File: src/sv/bwts_pkg.sv
// shared types and constants of the bilinear wrap texture sampler
// no dependencies
`default_nettype none
package bwts_pkg;

	localparam int TexelDepth   = 65536;
	localparam int PaletteDepth = 256;
	localparam int TexelAw      = $clog2(TexelDepth);
	localparam int PaletteAw    = $clog2(PaletteDepth);
	localparam int RgbW         = 24;
	localparam int SizeW        = 9;
	localparam logic [SizeW-1:0] SizeMax = 9'd256;

	typedef enum logic [1:0] {
		CMD_WR_TEXEL = 2'd0,
		CMD_WR_PAL   = 2'd1,
		CMD_SAMPLE   = 2'd2,
		CMD_NONE     = 2'd3
	} cmd_t;

	typedef enum logic [2:0] {
		REG_TEX_WIDTH  = 3'd0,
		REG_TEX_HEIGHT = 3'd1,
		REG_PALETTED   = 3'd2,
		REG_OFFSET_X   = 3'd3,
		REG_OFFSET_Y   = 3'd4,
		REG_SCALE_X    = 3'd5,
		REG_SCALE_Y    = 3'd6,
		REG_UNUSED     = 3'd7
	} reg_idx_t;

	// wrapped texel coordinate and 16 bit blend fraction of one axis
	typedef struct packed {
		logic [7:0]  coord;
		logic [15:0] frac;
	} coord_t;

endpackage
`default_nettype wire

File: src/sv/bwts_coord.sv
// three stage coordinate unit of one axis: offset, scale, size split
// depends on bwts_pkg
`default_nettype none
module bwts_coord (
	input  wire logic                        clk,
	input  wire logic                        en,
	input  wire logic [31:0]                 pos,
	input  wire logic [31:0]                 off,
	input  wire logic [31:0]                 scl,
	input  wire logic [bwts_pkg::SizeW-1:0]  size,
	output bwts_pkg::coord_t                 loc
);

	// only the fraction of the scaled position decides the wrapped texel,
	// so low 32 bits of the difference and of the product are enough
	logic [31:0] diff_s1;
	logic [15:0] sfrac_s2;
	logic [31:0] prod;
	logic [23:0] split;

	assign prod  = diff_s1 * scl;
	assign split = {8'd0, sfrac_s2} * {15'd0, size};

	always_ff @(posedge clk) begin
		if (en) begin
			diff_s1   <= pos - off;
			sfrac_s2  <= prod[31:16];
			loc.coord <= split[23:16];
			loc.frac  <= split[15:0];
		end
	end

endmodule
`default_nettype wire

File: config.mk
export PLATFORM = sky130hd
export DESIGN_NAME = bwts_coord
export DESIGN_NICKNAME = d
export VERILOG_FILES = /design/src/sv/bwts_pkg.sv /design/src/sv/bwts_coord.sv
export SDC_FILE = /design/constraint.sdc
export NUM_CORES = 2
export LEC_CHECK = 0
export BUFFER_PORTS_ARGS = -buffer_cell sky130_fd_sc_hd__buf_2
export CORE_MARGIN = 2
export CORE_UTILIZATION = 50
export DETAILED_ROUTE_END_ITERATION = 10
export PLACE_DENSITY = 0.75
export SYNTH_ARGS = -nofsm -noshare
export SYNTH_HDL_FRONTEND = slang
export SYNTH_SLANG_ARGS = --single-unit
File: constraint.sdc
create_clock -name clk -period 9.72 [get_ports clk]
set_clock_uncertainty 0.15 [all_clocks]
set_input_delay 0.972 -clock clk [delete_from_list [all_inputs] [get_ports clk]]
set_output_delay 0.972 -clock clk [all_outputs]
set_load 0.05 [all_outputs]
==> summary.md <==
| Metric | Value |
|---|---|
| Status | `finished clean` |
| DR iter-0 viols | `957` |
| Skew-Pair Late Insertion Delay | `about 0.38 ns` |
| Worst slew pin tran | `around 1.2 ns` |
| Core Region | `approximately 46000 sq um` |
| Num CTS Buffers | `9` |
| Die area | `48430 sq um` |
| Flops & latches, synth | `just over 70` |
| Hold Path Depth | `1` |
| H-tree depth | `3` |
| Detail Route Antenna Nets | `0` |
| Largest net degree at the start of global routing | `73` |
| Final min period | `7.910 ns` |
| Cell Area, Synth | `23340 sq um` |
| RSZ-0062 raised after global routing | `false` |
| Clock transition at path regs | `0.07 ns` |
| Register area share after synthesis | `9.262%` |
| Reg2reg path depth | `26` |
| Slew headroom | `18.87%` |
| Asr flop ratio synth | `0%` |
| CP endpoint | `sfrac_s2[12]` |
| Top-area cell type share of the netlist area | `approximately 43%` |
| Layout cells sized above 1 | `6.903%` |
| Final hold violations | `0` |
| CTS tree | `done` |
| DP HPWL | `approximately 46000 um` |
| Die W | `around 220 um` |
| Final setup TNS | `0 ns` |
| R2r startpoint | `diff_s1[8]` |
| WL/cell | `~18 um` |
| FP Rows | `a little under 80` |
| I/O Pins | `roughly 130` |
| GRT overflow | `0` |
| Post-synth EDFFs | `approximately 70` |
| CTS root buf | `clkbuf_16` |
| Via density per instance | `5.334` |
| Crit path DAT | `approximately 7.9 ns` |
| R2r setup slk | `between 1.5 and 2 ns` |
| Vias | `between 15000 and 20000` |
| Maximum clock rate | `126.4 MHz` |
| Final Max Tran Viols | `0` |
| CTS Hold Bufs | `0` |
| Vias in the first global route | `about 19000` |
| Area delta synth->final | `6.507%` |
| WL final | `between 50000 and 60000 um` |
| Synth top area cells | `fa_1 (43%), ha_1 (10%), and2_1 (10%), edfxtp_1 (9.3%), inv_1 (8.6%)` |
| Number of max-cap violations | `0` |
| Die Y | `~220 um` |
| Total GRT Usage | `between 20 and 30%` |
| Final #Nets | `3337` |
| RD Place Congestion | `about 0.9` |
| Net count after synthesis | `between 3000 and 4000` |
| Period utilisation layout | `between 80% and 90%` |
| Worst path required time | `~9.7 ns` |
| Crit end category | `flip-flop` |
| Top FF cell, synth | `edfxtp_1` |
| Cell count after synthesis | `between 2000 and 2500` |
| Yosys warns | `0` |
| Worst-path fanout max | `29` |
| Setup violators final | `0` |
| Crit path from | `scl[3]` |
| Clk sink count | `72` |
| Post-CTS Setup Inserts | `0` |
| Post-synth cell types | `between 60 and 70` |
| Hold Path Class | `flip-flop to flip-flop` |
| Post-CTS sizing | `0` |
| Port Buffer Count | `between 100 and 150` |
| Residual DRC | `0` |
| Clk buf depth | `2` |
| Initial antenna violation count | `4` |
| Crit Reg-Reg Endpoint | `sfrac_s2[12]` |
| Starting Density | `50.35%` |
| Crit Path Class | `input pin to flip-flop` |
| Synth Area per Inst | `9.408 sq um` |
| Pre-antenna DRT Iters | `5` |
| Area leader, netlist | `fa_1` |
| First-pass GRT wire length | `between 90000 and 100000 um` |
| Worst setup SP type | `input pin` |
-- cell type report --
type	instances	area, sq um
diodes	3	7.507
inverters	536	2012
well taps	607	759.5
repair buffers	144	758.2
clock inverters	7	166.4
multi-input cells	1767	18770
clock buffers	9	225.2
fillers	4081	21500
flip-flops and latches	72	2162
-- worst max-delay path, stage by stage --
cell and delay, ns:
buf_2 0.39, and2_1 0.24, fa_1 0.43, inv_1 0.08, fa_1 0.42, fa_1 0.49, fa_1 0.56, inv_1 0.06
fa_1 0.49, inv_1 0.05, fa_1 0.53, inv_1 0.05, fa_1 0.49, fa_1 0.43, ha_1 0.35, a21o_1 0.17
a21o_1 0.17, a21o_1 0.21, nor2b_1 0.12, a211oi_1 0.12, a21boi_1 0.25, nor2b_1 0.11, or3_1 0.34, a311oi_1 0.30
nor2_1 0.06
-- through the flow --
stage               hold slack, ns  setup slack, ns  area [sq um]  instances  utilization (%)
floorplan                   0.4820            1.839         23340       2481                -
global placement            0.6726            1.616         24460       3126            52.77
detailed placement          0.6733            1.497         24460       3126            52.77
CTS                         0.6913            1.904         24850       3142            53.61
global route                0.7283            1.574         24860       3145            53.63
finish                      0.6764            1.810         24860       3145            53.63
-- worst min-delay path by stage --
stage                      startpoint      to  slack [ns]
after floorplan           sfrac_s2[0]  loc[0]        0.48
after global placement    sfrac_s2[0]  loc[0]        0.67
after detailed placement  sfrac_s2[0]  loc[0]        0.67
after CTS                 sfrac_s2[0]  loc[0]        0.69
after global routing      sfrac_s2[0]  loc[0]        0.73
final                     sfrac_s2[0]  loc[0]        0.68
-- sequential cells by signal (all words and copies together), names as in the netlist --
name      flops
diff_s1      32
loc          24
sfrac_s2     16
-- Yosys cell counts, types with 5 or more instances --
master    count
a21o_1       21
a21oi_1      38
and2_1      383
clkbuf_1    102
edfxtp_1     72
fa_1        506
ha_1        194
inv_1       536
nand2_1     307
nand2b_1      6
nand3_1      17
nor2_1       42
nor2b_1      11
nor3_1        9
nor4_1        5
o21a_1       15
o21ai_0      19
o21bai_1      6
or3_1         7
xnor2_1      98
xor2_1       22
-- cell usage in the layout, fill, tap and decap left out, types with 5 or more instances in the layout --
cell,Yosys,final
nand2b_1,6,6
a21o_1,21,21
nor2_1,42,42
bufinv_16,0,5
edfxtp_1,72,72
o21bai_1,6,6
xor2_1,22,22
fa_1,506,506
and2_1,383,383
nor3_1,9,9
nand2_1,307,307
o21ai_0,19,19
buf_4,0,15
inv_1,536,536
o21a_1,15,15
nor2b_1,11,11
a21oi_1,38,38
xnor2_1,98,98
nand3_1,17,17
buf_2,0,129
ha_1,194,194
clkbuf_16,0,9
nor4_1,5,5
or3_1,7,7
-- routing by layer --
| layer | vias to the layer above | routed length (um) | GRT usage (%) |
|---|---|---|---|
| li1 | 7467 | - | - |
| met1 | 8525 | 21060 | 28.28 |
| met2 | 631 | 28720 | 45.19 |
| met3 | 149 | 3800 | 4.762 |
| met4 | 2 | 2843 | 12.51 |
| met5 | - | 7 | 0 |
-- logic make-up (layout without fill, tap and decap cells) --
group | after synthesis | count (layout) | synth area share [%]
AND/OR/NAND/NOR | 802 | 802 | 17.67
adder cells (fa/ha/maj) | 700 | 700 | 53.80
buffers and inverters | 642 | 696 | 10.32
AO/OA/AOI/OAI | 143 | 143 | 4.363
XOR/XNOR | 120 | 120 | 4.503
flip-flops | 72 | 72 | 9.262
multiplexers | 2 | 2 | 0.08577
other | 0 | 3 | 0
Power is left out: the tool's default activity adds up to more than one toggle a clock period on the data nets, which glitch-free logic cannot reach.
